--- src/rtl/recursive_mutex_priority_inherit_core_defines.svh ---
// ----------------------------------------------------------------------------
// Assertion macros for the recursive mutex core
// Shared helpers that wrap a clocked, reset-qualified concurrent assertion.
// ----------------------------------------------------------------------------
`ifndef RECURSIVE_MUTEX_PRIORITY_INHERIT_CORE_DEFINES_SVH
`define RECURSIVE_MUTEX_PRIORITY_INHERIT_CORE_DEFINES_SVH

// An invariant that must hold at every edge outside of reset.
`define RMPI_ASSERT_ALWAYS(label, expr, msg) \
	label: assert property (@(posedge clk) disable iff (!arst_n) (expr)) else $error(msg);

// A condition that implies another one at the same edge.
`define RMPI_ASSERT_IMPLY(label, ante, cons, msg) \
	label: assert property (@(posedge clk) disable iff (!arst_n) (ante) |-> (cons)) \
		else $error(msg);

`endif

--- src/rtl/rmpi_pkg.sv ---
// ----------------------------------------------------------------------------
// Recursive mutex package
// Widths, request and status codes, and the waiter entry type.
// ----------------------------------------------------------------------------
package rmpi_pkg;

	localparam int MAX_TASKS       = 16;
	localparam int PRIORITY_LEVELS = 32;
	localparam int MAX_WAITERS     = 16;
	localparam int MAX_NESTING     = 255;

	localparam int MODE_W   = 3;
	localparam int ID_W     = 4;
	localparam int PRIO_W   = 5;
	localparam int STATUS_W = 4;
	localparam int NEST_W   = 8;

	// The nesting count saturates at its own width as well.
	localparam int NEST_CAP = (MAX_NESTING < 255) ? MAX_NESTING : 255;
	localparam int WCNT_W   = $clog2(MAX_WAITERS + 1);
	localparam int WIDX_W   = (MAX_WAITERS > 1) ? $clog2(MAX_WAITERS) : 1;

	localparam logic [MODE_W-1:0] MODE_LOCK   = 3'd0;
	localparam logic [MODE_W-1:0] MODE_TRY    = 3'd1;
	localparam logic [MODE_W-1:0] MODE_UNLOCK = 3'd2;
	localparam logic [MODE_W-1:0] MODE_CANCEL = 3'd3;

	localparam logic [STATUS_W-1:0] STS_ACQUIRED    = 4'd0;
	localparam logic [STATUS_W-1:0] STS_NESTED      = 4'd1;
	localparam logic [STATUS_W-1:0] STS_QUEUED      = 4'd2;
	localparam logic [STATUS_W-1:0] STS_BUSY        = 4'd3;
	localparam logic [STATUS_W-1:0] STS_STILL_HELD  = 4'd4;
	localparam logic [STATUS_W-1:0] STS_FREED       = 4'd5;
	localparam logic [STATUS_W-1:0] STS_HANDED      = 4'd6;
	localparam logic [STATUS_W-1:0] STS_NOT_OWNER   = 4'd7;
	localparam logic [STATUS_W-1:0] STS_QUEUE_FULL  = 4'd8;
	localparam logic [STATUS_W-1:0] STS_CANCELLED   = 4'd9;
	localparam logic [STATUS_W-1:0] STS_NOT_WAITING = 4'd10;
	localparam logic [STATUS_W-1:0] STS_NEST_OVF    = 4'd11;
	localparam logic [STATUS_W-1:0] STS_QUERY       = 4'd12;

	typedef struct packed {
		logic [ID_W-1:0]   id;
		logic [PRIO_W-1:0] prio;
	} waiter_t;

	// Search token handed from one queue cell to the next.
	typedef struct packed {
		logic tok;
		logic seen;
	} link_t;

	// Broadcast control from the sequencer to every queue cell.
	typedef struct packed {
		logic              remove;
		logic [ID_W-1:0]   key;
		logic              wr_en;
		waiter_t           wr_data;
		logic [WCNT_W-1:0] count;
	} cell_ctl_t;

	function automatic logic [PRIO_W-1:0] sat_prio(input logic [PRIO_W-1:0] p);
		logic [PRIO_W:0] top;
		top = (PRIO_W+1)'(PRIORITY_LEVELS - 1);
		sat_prio = ({1'b0, p} > top) ? top[PRIO_W-1:0] : p;
	endfunction

endpackage

--- src/rtl/rmpi_ifs.sv ---
// ----------------------------------------------------------------------------
// Recursive mutex channel interfaces
// Request and response channels with a valid/ready handshake.
// ----------------------------------------------------------------------------
interface rmpi_req_if;
	import rmpi_pkg::*;

	logic              valid;
	logic              ready;
	logic [MODE_W-1:0] mode;
	logic [ID_W-1:0]   task_id;
	logic [PRIO_W-1:0] task_priority;

	modport source (output valid, output mode, output task_id, output task_priority,
		input ready);
	modport sink (input valid, input mode, input task_id, input task_priority,
		output ready);
endinterface

interface rmpi_rsp_if;
	import rmpi_pkg::*;

	logic                valid;
	logic                ready;
	logic [STATUS_W-1:0] status;
	logic                owner_valid;
	logic [ID_W-1:0]     owner_task;
	logic                is_owner;
	logic                prio_change_valid;
	logic [ID_W-1:0]     prio_change_task;
	logic [PRIO_W-1:0]   prio_change_value;
	logic                woken_valid;
	logic [ID_W-1:0]     woken_task;
	logic                preempt_request;
	logic [NEST_W-1:0]   hold_count;

	modport source (output valid, output status, output owner_valid, output owner_task,
		output is_owner, output prio_change_valid, output prio_change_task,
		output prio_change_value, output woken_valid, output woken_task,
		output preempt_request, output hold_count, input ready);
	modport sink (input valid, input status, input owner_valid, input owner_task,
		input is_owner, input prio_change_valid, input prio_change_task,
		input prio_change_value, input woken_valid, input woken_task,
		input preempt_request, input hold_count, output ready);
endinterface

--- src/rtl/rmpi_cell.sv ---
// ----------------------------------------------------------------------------
// Waiter queue cell
// Holds one queue slot, compares it when the search token passes, and pulls
// the neighbor's entry when an entry at or before it is removed.
// ----------------------------------------------------------------------------
module rmpi_cell (
	input  logic                     clk,
	input  logic                     arst_n,
	input  logic [rmpi_pkg::WIDX_W-1:0] cell_idx,
	input  rmpi_pkg::cell_ctl_t      ctl,
	input  rmpi_pkg::link_t          link_in,
	input  rmpi_pkg::waiter_t        next_data,
	output rmpi_pkg::link_t          link_out,
	output rmpi_pkg::waiter_t        data
);
	import rmpi_pkg::*;

	waiter_t           data_q;
	link_t             link_q;
	logic              live;
	logic              hit;
	logic [WCNT_W-1:0] my_pos;

	assign my_pos = WCNT_W'(cell_idx);
	assign live   = my_pos < ctl.count;
	// The first match, or any match further up the row, shifts this slot.
	assign hit    = link_in.seen | (live && (data_q.id == ctl.key));

	always_ff @(posedge clk or negedge arst_n) begin
		if (!arst_n) begin
			link_q <= '0;
		end else begin
			link_q.tok  <= link_in.tok;
			link_q.seen <= link_in.tok & hit;
		end
	end

	always_ff @(posedge clk) begin
		if (ctl.wr_en && (my_pos == ctl.count)) begin
			data_q <= ctl.wr_data;
		end else if (link_in.tok && ctl.remove && hit) begin
			data_q <= next_data;
		end
	end

	assign link_out = link_q;
	assign data     = data_q;
endmodule

--- src/rtl/recursive_mutex_priority_inherit_core.sv ---
// ----------------------------------------------------------------------------
// Recursive mutex with priority inheritance
// One hardware lock with owner tracking, nesting, a FIFO of waiters and
// priority boosting of the owner.
// ----------------------------------------------------------------------------
// Usage:
// Requests arrive on the req channel (mode, task id, priority) and each one
// produces exactly one beat on the rsp channel, carrying the status, the lock
// state after the request and any priority change, wake-up or preemption.
// Requests that need no look at the waiter queue (lock of a free lock,
// nesting, try refusal, partial unlock, full release with no waiters, query,
// unlock by a non-owner) go straight from the execute state to the finishing
// state. Blocking locks by another task, cancels and full releases that hand
// the lock over walk a search token down the row of queue cells, one cell per
// cycle, before they finish. A new request is taken once the previous one has
// been written to the response register; if the receiver stalls, that
// register holds the beat while the next request is processed, and the next
// result waits until the register is free. Reset clears the owner, the
// nesting count and the waiter count; queue slots need no clearing since only
// slots below the waiter count are ever looked at.
// ----------------------------------------------------------------------------
`include "recursive_mutex_priority_inherit_core_defines.svh"

module recursive_mutex_priority_inherit_core (
	input  logic        clk,
	input  logic        arst_n,
	rmpi_req_if.sink    req,
	rmpi_rsp_if.source  rsp
);
	import rmpi_pkg::*;

	typedef enum logic [1:0] {
		ST_IDLE,
		ST_EXEC,
		ST_SCAN,
		ST_FIN
	} state_t;

	state_t state_q;

	// Request held for the whole operation.
	logic [MODE_W-1:0] req_mode_q;
	logic [ID_W-1:0]   req_id_q;
	logic [PRIO_W-1:0] req_prio_q;

	// Lock state.
	logic              owner_vld_q;
	logic [ID_W-1:0]   owner_id_q;
	logic [PRIO_W-1:0] base_q;
	logic [PRIO_W-1:0] eff_q;
	logic [NEST_W-1:0] nest_q;
	logic [WCNT_W-1:0] wcnt_q;

	// Result fields gathered before the response register is loaded.
	logic [STATUS_W-1:0] status_q;
	logic                pcv_q;
	logic [ID_W-1:0]     pct_q;
	logic [PRIO_W-1:0]   pcval_q;
	logic                wv_q;
	logic [ID_W-1:0]     wt_q;
	logic                pre_q;

	// Search and append control for the cell row.
	logic    start_q;
	logic    force_q;
	logic    remove_q;
	logic    wr_en_q;
	waiter_t wr_data_q;

	// Response register.
	logic                out_vld_q;
	logic [STATUS_W-1:0] out_status_q;
	logic                out_owner_vld_q;
	logic [ID_W-1:0]     out_owner_task_q;
	logic                out_is_owner_q;
	logic                out_pcv_q;
	logic [ID_W-1:0]     out_pct_q;
	logic [PRIO_W-1:0]   out_pcval_q;
	logic                out_wv_q;
	logic [ID_W-1:0]     out_wt_q;
	logic                out_pre_q;
	logic [NEST_W-1:0]   out_hold_q;

	cell_ctl_t ctl;
	link_t     link   [MAX_WAITERS+1];
	waiter_t   cdata  [MAX_WAITERS];
	logic      scan_done;
	logic      scan_found;
	waiter_t   head;
	logic      queue_full;
	logic      boost;

	// The row of queue cells. The search token enters at the head slot and
	// leaves at the tail; during a removal each slot at or after the match
	// pulls the entry of its neighbor as the token passes it.
	assign link[0].tok  = start_q;
	assign link[0].seen = start_q & force_q;

	assign ctl.remove  = remove_q;
	assign ctl.key     = req_id_q;
	assign ctl.wr_en   = wr_en_q;
	assign ctl.wr_data = wr_data_q;
	assign ctl.count   = wcnt_q;

	for (genvar g = 0; g < MAX_WAITERS; g++) begin : g_cell
		waiter_t nb;
		if (g < MAX_WAITERS - 1) begin : g_mid
			assign nb = cdata[g+1];
		end else begin : g_tail
			assign nb = '0;
		end
		rmpi_cell u_cell (
			.clk       (clk),
			.arst_n    (arst_n),
			.cell_idx  (WIDX_W'(g)),
			.ctl       (ctl),
			.link_in   (link[g]),
			.next_data (nb),
			.link_out  (link[g+1]),
			.data      (cdata[g])
		);
	end

	assign scan_done  = link[MAX_WAITERS].tok;
	assign scan_found = link[MAX_WAITERS].seen;
	assign head       = cdata[0];
	assign queue_full = wcnt_q >= WCNT_W'(MAX_WAITERS);
	assign boost      = req_prio_q < eff_q;

	assign req.ready = (state_q == ST_IDLE);

	always_ff @(posedge clk or negedge arst_n) begin
		if (!arst_n) begin
			state_q          <= ST_IDLE;
			req_mode_q       <= '0;
			req_id_q         <= '0;
			req_prio_q       <= '0;
			owner_vld_q      <= 1'b0;
			owner_id_q       <= '0;
			base_q           <= '0;
			eff_q            <= '0;
			nest_q           <= '0;
			wcnt_q           <= '0;
			status_q         <= STS_QUERY;
			pcv_q            <= 1'b0;
			pct_q            <= '0;
			pcval_q          <= '0;
			wv_q             <= 1'b0;
			wt_q             <= '0;
			pre_q            <= 1'b0;
			start_q          <= 1'b0;
			force_q          <= 1'b0;
			remove_q         <= 1'b0;
			wr_en_q          <= 1'b0;
			wr_data_q        <= '0;
			out_vld_q        <= 1'b0;
			out_status_q     <= STS_QUERY;
			out_owner_vld_q  <= 1'b0;
			out_owner_task_q <= '0;
			out_is_owner_q   <= 1'b0;
			out_pcv_q        <= 1'b0;
			out_pct_q        <= '0;
			out_pcval_q      <= '0;
			out_wv_q         <= 1'b0;
			out_wt_q         <= '0;
			out_pre_q        <= 1'b0;
			out_hold_q       <= '0;
		end else begin
			// The finishing state reloads the response register itself.
			if (out_vld_q && rsp.ready && (state_q != ST_FIN)) begin
				out_vld_q <= 1'b0;
			end

			case (state_q)
				ST_IDLE: begin
					if (req.valid) begin
						req_mode_q <= req.mode;
						req_id_q   <= req.task_id;
						req_prio_q <= sat_prio(req.task_priority);
						status_q   <= STS_QUERY;
						pcv_q      <= 1'b0;
						pct_q      <= '0;
						pcval_q    <= '0;
						wv_q       <= 1'b0;
						wt_q       <= '0;
						pre_q      <= 1'b0;
						state_q    <= ST_EXEC;
					end
				end

				ST_EXEC: begin
					case (req_mode_q)
						MODE_LOCK, MODE_TRY: begin
							if (!owner_vld_q) begin
								owner_vld_q <= 1'b1;
								owner_id_q  <= req_id_q;
								base_q      <= req_prio_q;
								eff_q       <= req_prio_q;
								nest_q      <= NEST_W'(1);
								status_q    <= STS_ACQUIRED;
								state_q     <= ST_FIN;
							end else if (owner_id_q == req_id_q) begin
								state_q <= ST_FIN;
								if (nest_q >= NEST_W'(NEST_CAP)) begin
									status_q <= STS_NEST_OVF;
								end else begin
									nest_q   <= nest_q + NEST_W'(1);
									status_q <= STS_NESTED;
								end
							end else if (req_mode_q == MODE_TRY) begin
								status_q <= STS_BUSY;
								state_q  <= ST_FIN;
							end else begin
								// Look for the task in the queue before queuing it.
								start_q  <= 1'b1;
								force_q  <= 1'b0;
								remove_q <= 1'b0;
								state_q  <= ST_SCAN;
							end
						end
						MODE_UNLOCK: begin
							if (!owner_vld_q || (owner_id_q != req_id_q)) begin
								status_q <= STS_NOT_OWNER;
								state_q  <= ST_FIN;
							end else if (nest_q > NEST_W'(1)) begin
								nest_q   <= nest_q - NEST_W'(1);
								status_q <= STS_STILL_HELD;
								state_q  <= ST_FIN;
							end else begin
								// Full release: the releaser returns to its base priority.
								pcv_q   <= 1'b1;
								pct_q   <= owner_id_q;
								pcval_q <= base_q;
								if (wcnt_q != '0) begin
									owner_id_q <= head.id;
									base_q     <= head.prio;
									eff_q      <= head.prio;
									nest_q     <= NEST_W'(1);
									wv_q       <= 1'b1;
									wt_q       <= head.id;
									pre_q      <= head.prio < base_q;
									status_q   <= STS_HANDED;
									// Pop the head slot with a forced match at cell zero.
									start_q    <= 1'b1;
									force_q    <= 1'b1;
									remove_q   <= 1'b1;
									state_q    <= ST_SCAN;
								end else begin
									owner_vld_q <= 1'b0;
									owner_id_q  <= '0;
									base_q      <= '0;
									eff_q       <= '0;
									nest_q      <= '0;
									status_q    <= STS_FREED;
									state_q     <= ST_FIN;
								end
							end
						end
						MODE_CANCEL: begin
							start_q  <= 1'b1;
							force_q  <= 1'b0;
							remove_q <= 1'b1;
							state_q  <= ST_SCAN;
						end
						default: begin
							status_q <= STS_QUERY;
							state_q  <= ST_FIN;
						end
					endcase
				end

				ST_SCAN: begin
					start_q <= 1'b0;
					if (scan_done) begin
						state_q <= ST_FIN;
						case (req_mode_q)
							MODE_LOCK: begin
								if (!scan_found && queue_full) begin
									status_q <= STS_QUEUE_FULL;
								end else begin
									if (!scan_found) begin
										wr_en_q   <= 1'b1;
										wr_data_q <= '{id: req_id_q, prio: req_prio_q};
									end
									if (boost) begin
										eff_q   <= req_prio_q;
										pcv_q   <= 1'b1;
										pct_q   <= owner_id_q;
										pcval_q <= req_prio_q;
									end
									status_q <= STS_QUEUED;
								end
							end
							MODE_CANCEL: begin
								if (scan_found) begin
									wcnt_q   <= wcnt_q - WCNT_W'(1);
									status_q <= STS_CANCELLED;
								end else begin
									status_q <= STS_NOT_WAITING;
								end
							end
							MODE_UNLOCK: begin
								wcnt_q <= wcnt_q - WCNT_W'(1);
							end
							default: begin
								status_q <= STS_QUERY;
							end
						endcase
					end
				end

				ST_FIN: begin
					// The append lands in the cells on this edge, with the old count.
					if (wr_en_q) begin
						wr_en_q <= 1'b0;
						wcnt_q  <= wcnt_q + WCNT_W'(1);
					end
					if (!out_vld_q || rsp.ready) begin
						out_vld_q        <= 1'b1;
						out_status_q     <= status_q;
						out_owner_vld_q  <= owner_vld_q;
						out_owner_task_q <= owner_vld_q ? owner_id_q : '0;
						out_is_owner_q   <= owner_vld_q && (owner_id_q == req_id_q);
						out_pcv_q        <= pcv_q;
						out_pct_q        <= pct_q;
						out_pcval_q      <= pcval_q;
						out_wv_q         <= wv_q;
						out_wt_q         <= wt_q;
						out_pre_q        <= pre_q;
						out_hold_q       <= nest_q;
						state_q          <= ST_IDLE;
					end
				end

				default: begin
					state_q <= ST_IDLE;
				end
			endcase
		end
	end

	assign rsp.valid             = out_vld_q;
	assign rsp.status            = out_status_q;
	assign rsp.owner_valid       = out_owner_vld_q;
	assign rsp.owner_task        = out_owner_task_q;
	assign rsp.is_owner          = out_is_owner_q;
	assign rsp.prio_change_valid = out_pcv_q;
	assign rsp.prio_change_task  = out_pct_q;
	assign rsp.prio_change_value = out_pcval_q;
	assign rsp.woken_valid       = out_wv_q;
	assign rsp.woken_task        = out_wt_q;
	assign rsp.preempt_request   = out_pre_q;
	assign rsp.hold_count        = out_hold_q;

	// The waiter count never runs past the number of queue cells.
	`RMPI_ASSERT_ALWAYS(a_wcnt_range, wcnt_q <= WCNT_W'(MAX_WAITERS), "waiter count overflow")
	// A held lock always has a nonzero nesting count, a free one has zero.
	`RMPI_ASSERT_ALWAYS(a_nest_owner, owner_vld_q == (nest_q != '0), "nest count out of step")
	// The search token only leaves the row while the sequencer waits for it.
	`RMPI_ASSERT_IMPLY(a_scan_state, scan_done, state_q == ST_SCAN, "stray search token")
	// An append is only issued into a free slot.
	`RMPI_ASSERT_IMPLY(a_append_room, wr_en_q, wcnt_q < WCNT_W'(MAX_WAITERS), "append to full queue")
endmodule
--- src/flat_wrapper.sv ---
// flat-port wrapper written by rule: the top's interface ports become plain ports
module recursive_mutex_priority_inherit_core_flat import rmpi_pkg::*;
  (clk, arst_n, req_valid, req_mode, req_task_id, req_task_priority, req_ready, rsp_valid, rsp_status, rsp_owner_valid, rsp_owner_task, rsp_is_owner, rsp_prio_change_valid, rsp_prio_change_task, rsp_prio_change_value, rsp_woken_valid, rsp_woken_task, rsp_preempt_request, rsp_hold_count, rsp_ready);
  rmpi_req_if req_i ();
  rmpi_rsp_if rsp_i ();
  input  logic clk;
  input  logic arst_n;
  input wire logic [$bits(req_i.valid)-1:0] req_valid;
  input wire logic [$bits(req_i.mode)-1:0] req_mode;
  input wire logic [$bits(req_i.task_id)-1:0] req_task_id;
  input wire logic [$bits(req_i.task_priority)-1:0] req_task_priority;
  output wire logic [$bits(req_i.ready)-1:0] req_ready;
  output wire logic [$bits(rsp_i.valid)-1:0] rsp_valid;
  output wire logic [$bits(rsp_i.status)-1:0] rsp_status;
  output wire logic [$bits(rsp_i.owner_valid)-1:0] rsp_owner_valid;
  output wire logic [$bits(rsp_i.owner_task)-1:0] rsp_owner_task;
  output wire logic [$bits(rsp_i.is_owner)-1:0] rsp_is_owner;
  output wire logic [$bits(rsp_i.prio_change_valid)-1:0] rsp_prio_change_valid;
  output wire logic [$bits(rsp_i.prio_change_task)-1:0] rsp_prio_change_task;
  output wire logic [$bits(rsp_i.prio_change_value)-1:0] rsp_prio_change_value;
  output wire logic [$bits(rsp_i.woken_valid)-1:0] rsp_woken_valid;
  output wire logic [$bits(rsp_i.woken_task)-1:0] rsp_woken_task;
  output wire logic [$bits(rsp_i.preempt_request)-1:0] rsp_preempt_request;
  output wire logic [$bits(rsp_i.hold_count)-1:0] rsp_hold_count;
  input wire logic [$bits(rsp_i.ready)-1:0] rsp_ready;
  assign req_i.valid = req_valid;
  assign req_i.mode = req_mode;
  assign req_i.task_id = req_task_id;
  assign req_i.task_priority = req_task_priority;
  assign req_ready = req_i.ready;
  assign rsp_valid = rsp_i.valid;
  assign rsp_status = rsp_i.status;
  assign rsp_owner_valid = rsp_i.owner_valid;
  assign rsp_owner_task = rsp_i.owner_task;
  assign rsp_is_owner = rsp_i.is_owner;
  assign rsp_prio_change_valid = rsp_i.prio_change_valid;
  assign rsp_prio_change_task = rsp_i.prio_change_task;
  assign rsp_prio_change_value = rsp_i.prio_change_value;
  assign rsp_woken_valid = rsp_i.woken_valid;
  assign rsp_woken_task = rsp_i.woken_task;
  assign rsp_preempt_request = rsp_i.preempt_request;
  assign rsp_hold_count = rsp_i.hold_count;
  assign rsp_i.ready = rsp_ready;
  recursive_mutex_priority_inherit_core u_core (.clk(clk), .arst_n(arst_n), .req(req_i), .rsp(rsp_i));
endmodule
--- config.mk ---
export PLATFORM = sky130hd
export DESIGN_NAME = recursive_mutex_priority_inherit_core_flat
export DESIGN_NICKNAME = d
export VERILOG_FILES = /design/src/rtl/rmpi_pkg.sv /design/src/rtl/rmpi_ifs.sv /design/src/rtl/rmpi_cell.sv /design/src/rtl/recursive_mutex_priority_inherit_core.sv /design/src/flat_wrapper.sv
export VERILOG_INCLUDE_DIRS = /design/src /design/src/rtl
export SDC_FILE = /design/constraint.sdc
export NUM_CORES = 1
export LEC_CHECK = 0
export BUFFER_PORTS_ARGS = -buffer_cell sky130_fd_sc_hd__buf_2
export CORE_MARGIN = 3
export CORE_UTILIZATION = 61
export DETAILED_ROUTE_END_ITERATION = 12
export PLACE_DENSITY = 0.79
export REMOVE_ABC_BUFFERS = 1
export SYNTH_ARGS = -nofsm -noshare
export SYNTH_HDL_FRONTEND = slang
export SYNTH_HIERARCHICAL = 1
export SYNTH_SLANG_ARGS = --single-unit
--- constraint.sdc ---
create_clock -name clk -period 5.19 [get_ports clk]
set_input_delay 0.7785 -clock clk [delete_from_list [all_inputs] [get_ports clk]]
set_output_delay 0.7785 -clock clk [all_outputs]
set_load 0.03 [all_outputs]
==> key figures <==
STA
  • Fin crit share: 58.72%
  • Clk_skew: 6.941 ps
  • Unrepaired setup endpoints after global routing: false
  • Final hold violation count: 0
  • Fmax: 328.1 MHz
  • Final slew viol count: 0
  • Setup-failing EPs final: 0
  • Post-route setup TNS: 0 ps
  • Slew @ Worst Pin: 1118 ps
  • Final min period: 3048 ps
  • Max_slew headroom: 25.43%

Clock tree
  • Clock latency on the worst-skew pair: 550 ps
  • # resized after CTS: 0
  • Worst-path clk slew: 60 ps
  • Postcts setup bufs: 0
  • CTS buffer count: 30
  • Post-CTS Hold Fix Bufs: 0
  • Root Driver: clkbuf_16
  • Sinks on Clock Net: 286
  • Max clock buf depth: 3
  • H-tree lvl count: 1
  • CTS tree: done

GRT
  • Number of global-route vias before repair: 10360
  • Tot GR Track Use: 24.23%
  • Global-route wire length before repair: 54850 um
  • Largest net degree at the start of global routing: 102
  • Gr ovfl total: 0
  • Antenna violations before repair: 0

Synth
  • Synth top area share: 27.71%
  • Top FF cell, synth: edfxtp_1
  • Top cells by area, synth: edfxtp_1 (28%), dfrtp_1 (22%), mux2_2 (15%)
  • Sequential-to-total area share from yosys stat: 50.52%
  • Asr flop ratio synth: 49.65%
  • Cell taking the most area after synthesis: edfxtp_1
  • Yosys warnings: 6
  • Post-synth top cells: mux2_2 (209), edfxtp_1 (144), dfrtp_1 (138)
  • Most common cell in the synthesized netlist: mux2_2
  • Synth Instances: 1269
  • Mapped cell area: 0.01560 mm^2
  • Syn Area/Cell: 12.30 um^2
  • Post-synth EDFFs: 144
  • Count of state elements after synthesis: 286
  • Distinct cells, synth: 69

Place
  • Placed Cells incl. Taps: 1677
  • RD Place Congestion: 0.8976
  • Buffers added on ports: 51
  • DP HPWL: 21810 um

Critical path
  • Crit path kind: flip-flop to flip-flop
  • Critical path peak fanout: 25
  • Critical Path Start Type: flip-flop
  • Arrival @ worst endpoint: 3520 ps
  • Setup crit end kind: flip-flop
  • CP Data Required Time: 5660 ps

Drt
  • WL final: 33460 um
  • Via-per-instance ratio: 5.823
  • Routed length per instance: 19.31 um
  • First DRT Iteration DRCs: 775
  • Final ANT Viol Nets: 0
  • Residual DRC: 0
  • DRT Pass-1 Iters: 5
  • Routed vias: 10090

Power and ir drop
  • Tot Pwr: 11.14 mW
  • P per Cell Area: 641.6 mW/mm^2
  • Worst vdd ir: 0.0003650 V
  • Static Leak: 7.459 nW

Final layout
  • Layout Nets: 1484
  • Final Instance Count excl. Fillers: 1733
  • Layout area overhead: 11.26%
  • ANT cells: 0
  • Fraction of layout cells with a size suffix above 1: 26.05%

Floorplanning
  • Ports: 52
  • Die Area: 0.02753 mm^2
  • Die Wd: 165.9 um
  • Placement row count: 57
  • Placeable core area: 0.02475 mm^2
  • Chip height: 165.9 um
  • Initial core utilization: 63.05%

Status
  • Status: finished, final reports clean

Job
  • Max-cap violation count: 0

Hold path
  • Hold Path Class: primary input to async pin
[kinds of logic (layout without fill, tap and decap cells)]
kind of cell               count (synthesis)  count (layout)  share of synthesized area (%)
AOI/OAI and AO/OA                        185             185                          8.460
xor gates and xnor gates                  73              73                          4.098
adders and majority gates                 83              83                          6.704
buffers and inverters                    155             224                          4.539
DFF                                      286             286                          50.52
muxes                                    220             220                          15.79
other                                      2              73                        0.04813
and+or+nand+nor                          265             265                          9.840
[layout by cell type (no fill, tap or decap), drive strengths merged, types with 9 or more instances in the layout]
master and count:
conb 73, a22oi 9, clkinv 10, o21bai 18
nor3b 18, nand4 20, mux2i 11, o31ai 9
mux2 209, edfxtp 144, xor2 65, clkbuf 42
nor2 17, or2 19, inv 109, nand2 82
a21oi 30, a31oi 23, o21ai 30, o311ai 19
dfrtp 138, nor2b 51, nor3 23, buf 58
ha 82
[flip-flops by register name, summed over array words and instances, names as in the netlist, 4 cells and up]
| name | flops |
|---|---|
| u_core/base_q | 5 |
| u_core/wt_q | 4 |
| u_core/pct_q | 4 |
| u_core/rsp.hold_count | 8 |
| u_core/g_cell.u_cell/link_out | 32 |
| u_core/status_q | 4 |
| u_core/req_prio_q | 5 |
| u_core/owner_id_q | 4 |
| u_core/req_id_q | 4 |
| u_core/rsp.prio_change_task | 4 |
| u_core/nest_q | 8 |
| u_core/pcval_q | 5 |
| u_core/rsp.status | 4 |
| u_core/rsp.owner_task | 4 |
| u_core/g_cell.u_cell/data | 144 |
| u_core/eff_q | 5 |
| u_core/rsp.prio_change_value | 5 |
| u_core/wcnt_q | 5 |
| u_core/ctl | 9 |
| u_core/rsp.woken_task | 4 |
[layout make-up]
type                            count  area (um^2)
Tap cell                          324        405.4
Sequential cell                   286         7884
Inverter                          110        412.9
Multi-Input combinational cell    899         7278
Clock inverter                     14        173.9
Clock buffer                       42        890.9
Timing Repair Buffer               58        314.1
Fill cell                        1697         7388
[path summary, 6_finish.rpt]
check	startpoint	end	slack, ps	cells past startpoint
worst max-delay path	u_core/state_q[1]$_DFFE_PN0P_	u_core/wt_q[3]$_DFFE_PN0P_	2140	5
worst min-delay path	arst_n	u_core/rsp.prio_change_task[0]$_DFFE_PN0P_	330	1
worst max register to register	u_core/state_q[1]$_DFFE_PN0P_	u_core/wt_q[3]$_DFFE_PN0P_	2140	5
worst min register to register	u_core/g_cell[8].u_cell/link_out[1]$_DFF_PN0_	u_core/g_cell[9].u_cell/link_out[1]$_DFF_PN0_	400	0
max in group asynchronous	arst_n	u_core/status_q[3]$_DFFE_PN1P_	3790	2
min in group clk	u_core/g_cell[8].u_cell/link_out[1]$_DFF_PN0_	u_core/g_cell[9].u_cell/link_out[1]$_DFF_PN0_	400	0
[report_power, final]
part,switching [mW],internal [mW],leakage [nW]
Clock,0.864,1.39,0.528
Combinational,2.46,1.89,3.83
Sequential,1.09,3.45,3.10
[critical path, stage by stage (launching register included)]
cell     delay (ps)
dfrtp_1         430
inv_1           100
ha_1            810
inv_1           440
nor4_2          910
mux2i_1         270
[stage by stage]
step	util, %	worst slack [ps]	cell area (um^2)	hold slack [ps]
floorplan	-	2444	15570	366.6
finish	70.15	2142	17360	328.3
global placement	65.84	2279	16290	386.3
detailed placement	65.84	2185	16290	381.9
global route	70.15	1919	17360	407.0
CTS	70.15	2171	17360	354.6
[routing by layer]
layer	vias up	GRT usage, %	routed length (um)
met5	-	0	0
met4	0	7.233	922
met3	74	3.285	1933
met2	319	40.51	15970
met1	4944	33.43	14640
li1	4755	-	-
Note: power is estimated with default switching activity, not from simulation.
